<file path="config.mk">
export PLATFORM = sky130hd
export DESIGN_NAME = bounding_box_normalize
export DESIGN_NICKNAME = d
export VERILOG_FILES = /design/src/hw/rtl/bbn_pkg.sv /design/src/hw/rtl/bbn_ctrl.sv /design/src/hw/rtl/bbn_datapath.sv /design/src/hw/rtl/bounding_box_normalize.sv
export SDC_FILE = /design/constraint.sdc
export NUM_CORES = 2
export LEC_CHECK = 0
export BUFFER_PORTS_ARGS = -buffer_cell sky130_fd_sc_hd__buf_2
export CORE_MARGIN = 3
export CORE_UTILIZATION = 32
export DETAILED_ROUTE_END_ITERATION = 10
export GPL_TIMING_DRIVEN = 0
export SYNTH_ARGS = -nofsm -noshare
export SYNTH_HDL_FRONTEND = slang
export SYNTH_HIERARCHICAL = 1
export SYNTH_SLANG_ARGS = --single-unit
</file>
<file path="constraint.sdc">
create_clock -name i_clk -period 18.9 [get_ports i_clk]
set_clock_uncertainty 0.15 [all_clocks]
set_input_delay 1.89 -clock i_clk [delete_from_list [all_inputs] [get_ports i_clk]]
set_output_delay 1.89 -clock i_clk [all_outputs]
set_load 0.03 [all_outputs]
</file>
<file path="src/hw/rtl/bbn_pkg.sv">
// Shared types for the bounding box normalizer.
// Holds the controller state encoding and the command and status bundles.
// No dependencies.
`timescale 1ns / 1ps
`default_nettype none

package bbn_pkg;

    typedef enum logic [8:0] {
        S_IDLE    = 9'b000000001,
        S_EXTENT  = 9'b000000010,
        S_LONGEST = 9'b000000100,
        S_CLAMP   = 9'b000001000,
        S_OFFSET  = 9'b000010000,
        S_SCALE   = 9'b000100000,
        S_DIVIDE  = 9'b001000000,
        S_ROUND   = 9'b010000000,
        S_EMIT    = 9'b100000000
    } t_state;

    typedef struct packed {
        logic capture;
        logic measure;
        logic extent;
        logic longest;
        logic clamp;
        logic offset;
        logic scale;
        logic div_step;
        logic round;
        logic load_out;
    } t_cmd;

    typedef struct packed {
        logic ready;
        logic len_zero;
        logic div_last;
        logic out_free;
    } t_status;

endpackage

`default_nettype wire

</file>
<file path="src/hw/rtl/bbn_ctrl.sv">
// Sequencer for the bounding box normalizer.
// Steps the datapath through extent, offset, divide and round phases.
// Depends on bbn_pkg.
`timescale 1ns / 1ps
`default_nettype none

module bbn_ctrl (
    input  wire                 i_clk,
    input  wire                 i_rst_n,
    input  wire                 i_valid,
    input  wire                 i_rescale_pass,
    output logic                o_stall,
    input  bbn_pkg::t_status    i_status,
    output bbn_pkg::t_cmd       o_cmd
);

    bbn_pkg::t_state r_state;
    bbn_pkg::t_state n_state;

    always_ff @(posedge i_clk) begin
        if (!i_rst_n) begin
            r_state <= bbn_pkg::S_IDLE;
        end else begin
            r_state <= n_state;
        end
    end

    always_comb begin
        n_state = r_state;
        o_cmd   = '0;
        o_stall = 1'b1;
        unique case (r_state)
            bbn_pkg::S_IDLE: begin
                o_stall = 1'b0;
                if (i_valid) begin
                    if (i_rescale_pass) begin
                        o_cmd.capture = 1'b1;
                        n_state = i_status.ready ? bbn_pkg::S_CLAMP : bbn_pkg::S_EXTENT;
                    end else begin
                        o_cmd.measure = 1'b1;
                    end
                end
            end
            bbn_pkg::S_EXTENT: begin
                o_cmd.extent = 1'b1;
                n_state = bbn_pkg::S_LONGEST;
            end
            bbn_pkg::S_LONGEST: begin
                o_cmd.longest = 1'b1;
                n_state = bbn_pkg::S_CLAMP;
            end
            bbn_pkg::S_CLAMP: begin
                o_cmd.clamp = 1'b1;
                n_state = bbn_pkg::S_OFFSET;
            end
            bbn_pkg::S_OFFSET: begin
                o_cmd.offset = 1'b1;
                n_state = bbn_pkg::S_SCALE;
            end
            bbn_pkg::S_SCALE: begin
                o_cmd.scale = 1'b1;
                n_state = i_status.len_zero ? bbn_pkg::S_EMIT : bbn_pkg::S_DIVIDE;
            end
            bbn_pkg::S_DIVIDE: begin
                o_cmd.div_step = 1'b1;
                if (i_status.div_last) begin
                    n_state = bbn_pkg::S_ROUND;
                end
            end
            bbn_pkg::S_ROUND: begin
                o_cmd.round = 1'b1;
                n_state = bbn_pkg::S_EMIT;
            end
            bbn_pkg::S_EMIT: begin
                if (i_status.out_free) begin
                    o_cmd.load_out = 1'b1;
                    n_state = bbn_pkg::S_IDLE;
                end
            end
            default: begin
                n_state = bbn_pkg::S_IDLE;
            end
        endcase
    end

endmodule

`default_nettype wire

</file>
<file path="src/hw/rtl/bbn_datapath.sv">
// Datapath for the bounding box normalizer: bounds, longest extent,
// per-axis offset, three bit-serial dividers and the output register.
// Depends on bbn_pkg.
`timescale 1ns / 1ps
`default_nettype none

module bbn_datapath #(
    parameter int unsigned CW = 32,
    parameter int unsigned FB = 16
) (
    input  wire                     i_clk,
    input  wire                     i_rst_n,
    input  bbn_pkg::t_cmd           i_cmd,
    output bbn_pkg::t_status        o_status,
    input  wire signed [CW-1:0]     i_coord_x,
    input  wire signed [CW-1:0]     i_coord_y,
    input  wire signed [CW-1:0]     i_coord_z,
    input  wire                     i_first_vertex,
    input  wire                     i_stall,
    output logic                    o_valid,
    output logic [FB-1:0]           o_norm_x,
    output logic [FB-1:0]           o_norm_y,
    output logic [FB-1:0]           o_norm_z,
    output logic                    o_degenerate
);

    localparam int unsigned NW    = CW + 1;
    localparam int unsigned RW    = CW + 4;
    localparam int unsigned CNT_W = $clog2(FB);
    localparam logic [FB-1:0] ONE_14 = FB'(((1 << FB) + 7) / 14);

    logic [CW-1:0]    w_v [3];
    logic [CW-1:0]    r_v [3];
    logic [CW-1:0]    r_lo [3];
    logic [CW-1:0]    r_hi [3];
    logic [CW-1:0]    r_ext [3];
    logic [CW-1:0]    r_diff [3];
    logic [NW-1:0]    r_n [3];
    logic [RW-1:0]    r_rem [3];
    logic [FB-1:0]    r_q [3];
    logic [RW-1:0]    n_rem [3];
    logic [FB-1:0]    n_q [3];
    logic [FB-1:0]    n_qr [3];
    logic [CW-1:0]    r_len;
    logic [RW-1:0]    r_d;
    logic [RW-1:0]    r_l7;
    logic [CNT_W-1:0] r_cnt;
    logic             r_ready;
    logic             r_valid;
    logic [CW-1:0]    w_max01;

    // offset binary so unsigned compare follows signed order
    assign w_v[0] = {~i_coord_x[CW-1], i_coord_x[CW-2:0]};
    assign w_v[1] = {~i_coord_y[CW-1], i_coord_y[CW-2:0]};
    assign w_v[2] = {~i_coord_z[CW-1], i_coord_z[CW-2:0]};

    assign w_max01 = (r_ext[0] > r_ext[1]) ? r_ext[0] : r_ext[1];

    always_comb begin
        logic [RW:0] sh;
        logic        ge;
        logic        up;
        for (int k = 0; k < 3; k++) begin
            sh       = {r_rem[k], 1'b0};
            ge       = (sh >= {1'b0, r_d});
            n_rem[k] = ge ? RW'(sh - {1'b0, r_d}) : RW'(sh);
            n_q[k]   = {r_q[k][FB-2:0], ge};
            up       = (({1'b0, r_rem[k]} + {1'b0, r_l7}) >= {1'b0, r_d});
            n_qr[k]  = r_q[k] + FB'(up);
        end
    end

    always_ff @(posedge i_clk) begin
        if (!i_rst_n) begin
            for (int k = 0; k < 3; k++) begin
                r_lo[k] <= '0;
                r_hi[k] <= '0;
            end
            r_len   <= '0;
            r_ready <= 1'b0;
        end else begin
            if (i_cmd.measure) begin
                for (int k = 0; k < 3; k++) begin
                    if (i_first_vertex) begin
                        r_lo[k] <= w_v[k];
                        r_hi[k] <= w_v[k];
                    end else begin
                        if (w_v[k] < r_lo[k]) begin
                            r_lo[k] <= w_v[k];
                        end
                        if (w_v[k] > r_hi[k]) begin
                            r_hi[k] <= w_v[k];
                        end
                    end
                end
                r_ready <= 1'b0;
            end
            if (i_cmd.longest) begin
                r_len   <= (w_max01 > r_ext[2]) ? w_max01 : r_ext[2];
                r_ready <= 1'b1;
            end
        end
    end

    always_ff @(posedge i_clk) begin
        if (i_cmd.capture) begin
            for (int k = 0; k < 3; k++) begin
                r_v[k] <= w_v[k];
            end
        end
        if (i_cmd.extent) begin
            for (int k = 0; k < 3; k++) begin
                r_ext[k] <= r_hi[k] - r_lo[k];
            end
        end
        if (i_cmd.clamp) begin
            for (int k = 0; k < 3; k++) begin
                if (r_v[k] < r_lo[k]) begin
                    r_diff[k] <= '0;
                end else if (r_v[k] > r_hi[k]) begin
                    r_diff[k] <= r_ext[k];
                end else begin
                    r_diff[k] <= r_v[k] - r_lo[k];
                end
            end
        end
        if (i_cmd.offset) begin
            for (int k = 0; k < 3; k++) begin
                r_n[k] <= {r_diff[k], 1'b0} + NW'(r_len - r_ext[k]);
            end
            r_d  <= RW'({r_len, 4'b0}) - RW'({r_len, 1'b0});
            r_l7 <= RW'({r_len, 3'b0}) - RW'(r_len);
        end
        if (i_cmd.scale) begin
            for (int k = 0; k < 3; k++) begin
                r_rem[k] <= RW'({r_n[k], 2'b0}) + RW'({r_n[k], 1'b0}) + RW'(r_len);
                r_q[k]   <= '0;
            end
            r_cnt <= '0;
        end
        if (i_cmd.div_step) begin
            for (int k = 0; k < 3; k++) begin
                r_rem[k] <= n_rem[k];
                r_q[k]   <= n_q[k];
            end
            r_cnt <= r_cnt + 1'b1;
        end
        if (i_cmd.round) begin
            for (int k = 0; k < 3; k++) begin
                r_q[k] <= n_qr[k];
            end
        end
    end

    always_ff @(posedge i_clk) begin
        if (!i_rst_n) begin
            r_valid <= 1'b0;
        end else if (i_cmd.load_out) begin
            r_valid <= 1'b1;
        end else if (!i_stall) begin
            r_valid <= 1'b0;
        end
    end

    always_ff @(posedge i_clk) begin
        if (i_cmd.load_out) begin
            o_norm_x     <= (r_len == '0) ? ONE_14 : r_q[0];
            o_norm_y     <= (r_len == '0) ? ONE_14 : r_q[1];
            o_norm_z     <= (r_len == '0) ? ONE_14 : r_q[2];
            o_degenerate <= (r_len == '0);
        end
    end

    assign o_valid           = r_valid;
    assign o_status.ready    = r_ready;
    assign o_status.len_zero = (r_len == '0);
    assign o_status.div_last = (r_cnt == CNT_W'(FB - 1));
    assign o_status.out_free = !r_valid || !i_stall;

endmodule

`default_nettype wire

</file>
<file path="src/hw/rtl/bounding_box_normalize.sv">
// Normalizes a vertex set into the unit cube using its bounding box.
// Top level: joins bbn_ctrl and bbn_datapath. Depends on bbn_pkg.
`timescale 1ns / 1ps
`default_nettype none

// Send every vertex twice: first with rescale_pass low to measure the box
// (first_vertex high on the first one), then with rescale_pass high to get
// one normalized vertex per transaction. A measure transaction leaves the
// controller idle, so the next one is taken without a stall. A rescale
// transaction stalls the input through the clamp, offset, scale, divide,
// round and emit steps; the bit-serial dividers produce one quotient bit
// per cycle on all three axes. The first rescale transaction after reset
// or after a measure also passes the extent and longest steps to latch the
// longest extent. A degenerate box (zero extent) skips the divide and round
// steps. The result sits in an output register, so the next transaction is
// taken while it waits to be consumed; a result that is still held when the
// next one is ready delays it until the held one is taken.
module bounding_box_normalize #(
    parameter int unsigned COORD_WIDTH   = 32,
    parameter int unsigned OUT_FRAC_BITS = 16
) (
    input  wire                          i_clk,
    input  wire                          i_rst_n,
    input  wire                          i_valid,
    output logic                         o_stall,
    input  wire signed [COORD_WIDTH-1:0] i_coord_x,
    input  wire signed [COORD_WIDTH-1:0] i_coord_y,
    input  wire signed [COORD_WIDTH-1:0] i_coord_z,
    input  wire                          i_rescale_pass,
    input  wire                          i_first_vertex,
    output logic                         o_valid,
    input  wire                          i_stall,
    output logic [OUT_FRAC_BITS-1:0]     o_norm_x,
    output logic [OUT_FRAC_BITS-1:0]     o_norm_y,
    output logic [OUT_FRAC_BITS-1:0]     o_norm_z,
    output logic                         o_degenerate
);

    bbn_pkg::t_cmd    w_cmd;
    bbn_pkg::t_status w_status;

    bbn_ctrl u_ctrl (
        .i_clk          (i_clk),
        .i_rst_n        (i_rst_n),
        .i_valid        (i_valid),
        .i_rescale_pass (i_rescale_pass),
        .o_stall        (o_stall),
        .i_status       (w_status),
        .o_cmd          (w_cmd)
    );

    bbn_datapath #(
        .CW (COORD_WIDTH),
        .FB (OUT_FRAC_BITS)
    ) u_datapath (
        .i_clk          (i_clk),
        .i_rst_n        (i_rst_n),
        .i_cmd          (w_cmd),
        .o_status       (w_status),
        .i_coord_x      (i_coord_x),
        .i_coord_y      (i_coord_y),
        .i_coord_z      (i_coord_z),
        .i_first_vertex (i_first_vertex),
        .i_stall        (i_stall),
        .o_valid        (o_valid),
        .o_norm_x       (o_norm_x),
        .o_norm_y       (o_norm_y),
        .o_norm_z       (o_norm_z),
        .o_degenerate   (o_degenerate)
    );

endmodule

`default_nettype wire

</file>
==> flow_metrics.tcl <==
set metrics [dict create \
    setup_tns_ps 0 \
    drc_errors 0 \
    die_area_mm2 0.254 \
    syn_avg_cell_area_um2 9.55 \
    tightest_slew_ps 1360 \
    cts_tree "yes" \
    synth_common_cells "1094 x ha_1, 832 x inv_1, 821 x edfxtp_1, 660 x a21oi_1, 518 x nor2_1" \
    root_buffer "clkbuf_16" \
    cts_setup_buffers 0 \
    antenna_left 0 \
    dpl.hpwl_um 222000 \
    row_count 182 \
    final-hold-violation-count 0 \
    maxSlewHeadroom_pct 9.34 \
    synth_area_leaders "edfxtp_1 31%, ha_1 17%, fa_1 5.1%, xnor2_1 4.4%, a21oi_1 4.2%" \
    grt_pass1_wl_um 397000 \
    crit_path_start_kind "flop" \
    nets 9994 \
    synth-edff-count 821 \
    drive_above_1_share_pct 5.99 \
    grt_overflow 0 \
    leakagePower_nw 37.6 \
    insertion_delay_ps 770 \
    clkTransAtPathRegs_ps 60 \
    hp-start "u_datapath/o_valid$_SDFFE_PN0P_" \
    slowest_stage "edfxtp_1" \
    finalCritPeriodShare_pct 43.9 \
    rsz0062_at_grt "no" \
    synthCells 8318 \
    drtPass1Iterations 6 \
    routedWlPerCell_um 22.3 \
    track_usage_pct 20.3 \
    h-tree-depth 3 \
    grt_antenna_before_repair 27 \
    reg2reg_from "u_datapath/r_l7[1]$_DFFE_PP_" \
    worst_r2r_path_depth 29 \
    path_common_cell "a21oi_1" \
    hold_path_class "reg -> reg" \
    synth.distinct_cells 102 \
    vias 63935 \
    start_util_pct 32.2 \
    numCtsBuffers 104 \
    critPathMaxFanout 9 \
    synth-async-reset-ratio_pct 0 \
    synthesis.area_mm2 0.0794 \
    dp.cells 11803 \
    end_kind "flop" \
    power_density_mw_per_mm2 58.3 \
    outcome "finished clean" \
    synth_nets 9715 \
    die_h_um 504 \
    worstHoldEndpoint "u_datapath/o_valid$_SDFFE_PN0P_" \
    viasPerCell 5.33 \
    grt_pass1_vias 63609 \
    ir_drop_v 0.0000725 \
    period_needed_ps 8300 \
    clkSinkCount 865 \
    cts_hold_buf 0 \
    areaGrowthSynthToFinish_pct 11.1 \
    cts_resized 0 \
    routed_wl_um 267000 \
    coreArea_mm2 0.246 \
    ios 153 \
    hold_depth 2 \
    yosys.area.top_type_share_pct 31.0 \
    die_w_um 504 \
    yosysTopAreaCell "edfxtp_1" \
    reg2reg_slack_ps 10600 \
    synth-seq-cells 865 \
    place_congestion 0.967 \
    final_util_pct 35.8 \
    yosys_warnings 6 \
    fin_cells 12000 \
    max_freq_mhz 120 \
    setup_violations 0 \
    crit_arrival_ps 8650 \
    ys_seq_area_share_pct 32.2 \
    grt_max_degree 40 \
    first_iter_violations 5350 \
    reg2reg_to "u_datapath/r_q[0][14]$_DFFE_PP_" \
    port_buffers 151 \
    crit_path_max_incr_delay_ps 660 \
    synth_most_common_cell "ha_1" \
    cts_buffer_depth 3 \
    slew_viol_final 0 \
    drv_cap 0 \
    required_ps 19250 \
    synth-main-ff-cell "edfxtp_1" \
    worstSetupPathType "reg -> reg" \
]
area by class of cell:
class / count / area (um^2)
multi-input cells: 6396 / 49900
plain buffers: 218 / 908
fillers: 24849 / 158000
repair buffers: 173 / 1140
flip-flops and latches: 865 / 25500
clock inverters: 59 / 606
well taps: 3312 / 4140
diodes: 4 / 10.0
inverters: 839 / 3150
clock buffers: 134 / 2860
layout by cell type (no fill, tap or decap), drive strengths merged, types with 28 or more instances in the layout:
cell type,synthesis,routed
buf,49,221
o31ai,38,38
nor2b,170,170
ha,1094,1094
nor4,47,47
or2,38,38
o21ai,380,380
mux2i,136,136
a211oi,93,93
inv,834,840
o21bai,95,95
nor3,131,131
edfxtp,821,821
o22ai,66,66
nand3,137,137
xor2,157,157
nand2,410,410
xnor2,400,400
nand3b,28,28
fa,201,201
nor2,519,519
o21a,117,117
and3,58,58
o211ai,75,75
nand4,145,145
nand2b,106,106
mux2,37,37
dfxtp,44,44
clkbuf,169,303
a31oi,77,77
a21boi,52,52
or3,33,33
clkinv,5,44
a21o,366,366
and2,193,193
a21oi,661,661
metal layers:
metal	up-vias	part of all wire (%)	GRT usage, %
met3	379	4.5	1.85
met4	14	4.5	8.42
met1	31011	45	27.4
met5	-	0.031	0
li1	30783	-	-
met2	1748	46	33.4
report_power, final:
group	internal (mW)	switching (mW)	leakage (nW)
registers	2.16	0.0341	8.63
logic	0.344	0.544	27.3
clock network	1.17	0.888	1.68
total	3.67	1.47	37.6
registers in the layout, summed over array words and instances (netlist names):
| name | flops |
|---|---|
| u_ctrl/r_state | 9 |
| u_datapath/o_degenerate | 1 |
| u_datapath/o_norm_x | 16 |
| u_datapath/r_cnt | 4 |
| u_datapath/r_ready | 1 |
| u_datapath/r_q | 48 |
| u_datapath/o_norm_y | 16 |
| u_datapath/r_len | 32 |
| u_datapath/r_l7 | 36 |
| u_datapath/r_rem | 106 |
| u_datapath/r_lo | 96 |
| u_datapath/r_n | 99 |
| u_datapath/o_valid | 1 |
| u_datapath/r_hi | 96 |
| u_datapath/r_diff | 96 |
| u_datapath/r_ext | 96 |
| u_datapath/r_v | 96 |
| u_datapath/o_norm_z | 16 |
cell families (layout without fill, tap and decap cells):
family | count (synthesis) | after routing | synth area share [%]
compound gates | 2280 | 2280 | 18.7
xor+xnor | 557 | 557 | 6.14
fa+ha+maj | 1295 | 1295 | 22.3
buf+inv | 1057 | 1423 | 5.10
flops | 865 | 865 | 32.2
mux | 173 | 173 | 2.24
other cells | 0 | 4 | 0
simple gates | 2091 | 2091 | 13.4
worst max path at each step:
stage	from	to	slack, ps
after global placement	i_rescale_pass	u_datapath/r_v[0][1]$_DFFE_PP_	8410
after detailed placement	u_datapath/r_l7[1]$_DFFE_PP_	u_datapath/r_q[0][14]$_DFFE_PP_	10730
after floorplan	u_ctrl/r_state[2]$_SDFFE_PN0P_	u_datapath/r_l7[0]$_DFFE_PP_	11720
after CTS	u_datapath/r_l7[1]$_DFFE_PP_	u_datapath/r_q[0][14]$_DFFE_PP_	10680
after global routing	u_datapath/r_l7[1]$_DFFE_PP_	u_datapath/r_q[0][14]$_DFFE_PP_	10090
final	u_datapath/r_l7[1]$_DFFE_PP_	u_datapath/r_q[0][14]$_DFFE_PP_	10600
stage by stage:
step                      cell area (um^2)  worst slack (ps)  power [mW]  hold slack, ps
after floorplan                      79400             11720        2.83             332
after global placement               84300              8410        3.09             367
after detailed placement             84800             10730        3.11             381
after CTS                            88200             10680        5.19             393
after global routing                 88200             10090        5.37             457
final                                88200             10600        5.14             387
critical path, delay by kind of cell, from the launching register on:
kind	cells	cell delay (ps)
AO/OA/AOI/OAI	13	3300
AND/OR/NAND/NOR	10	2160
buffers and inverters	2	480
flip-flops	1	660
XOR/XNOR	1	170
adder cells (fa/ha/maj)	3	1080
Power figures use the tool's default switching activity.
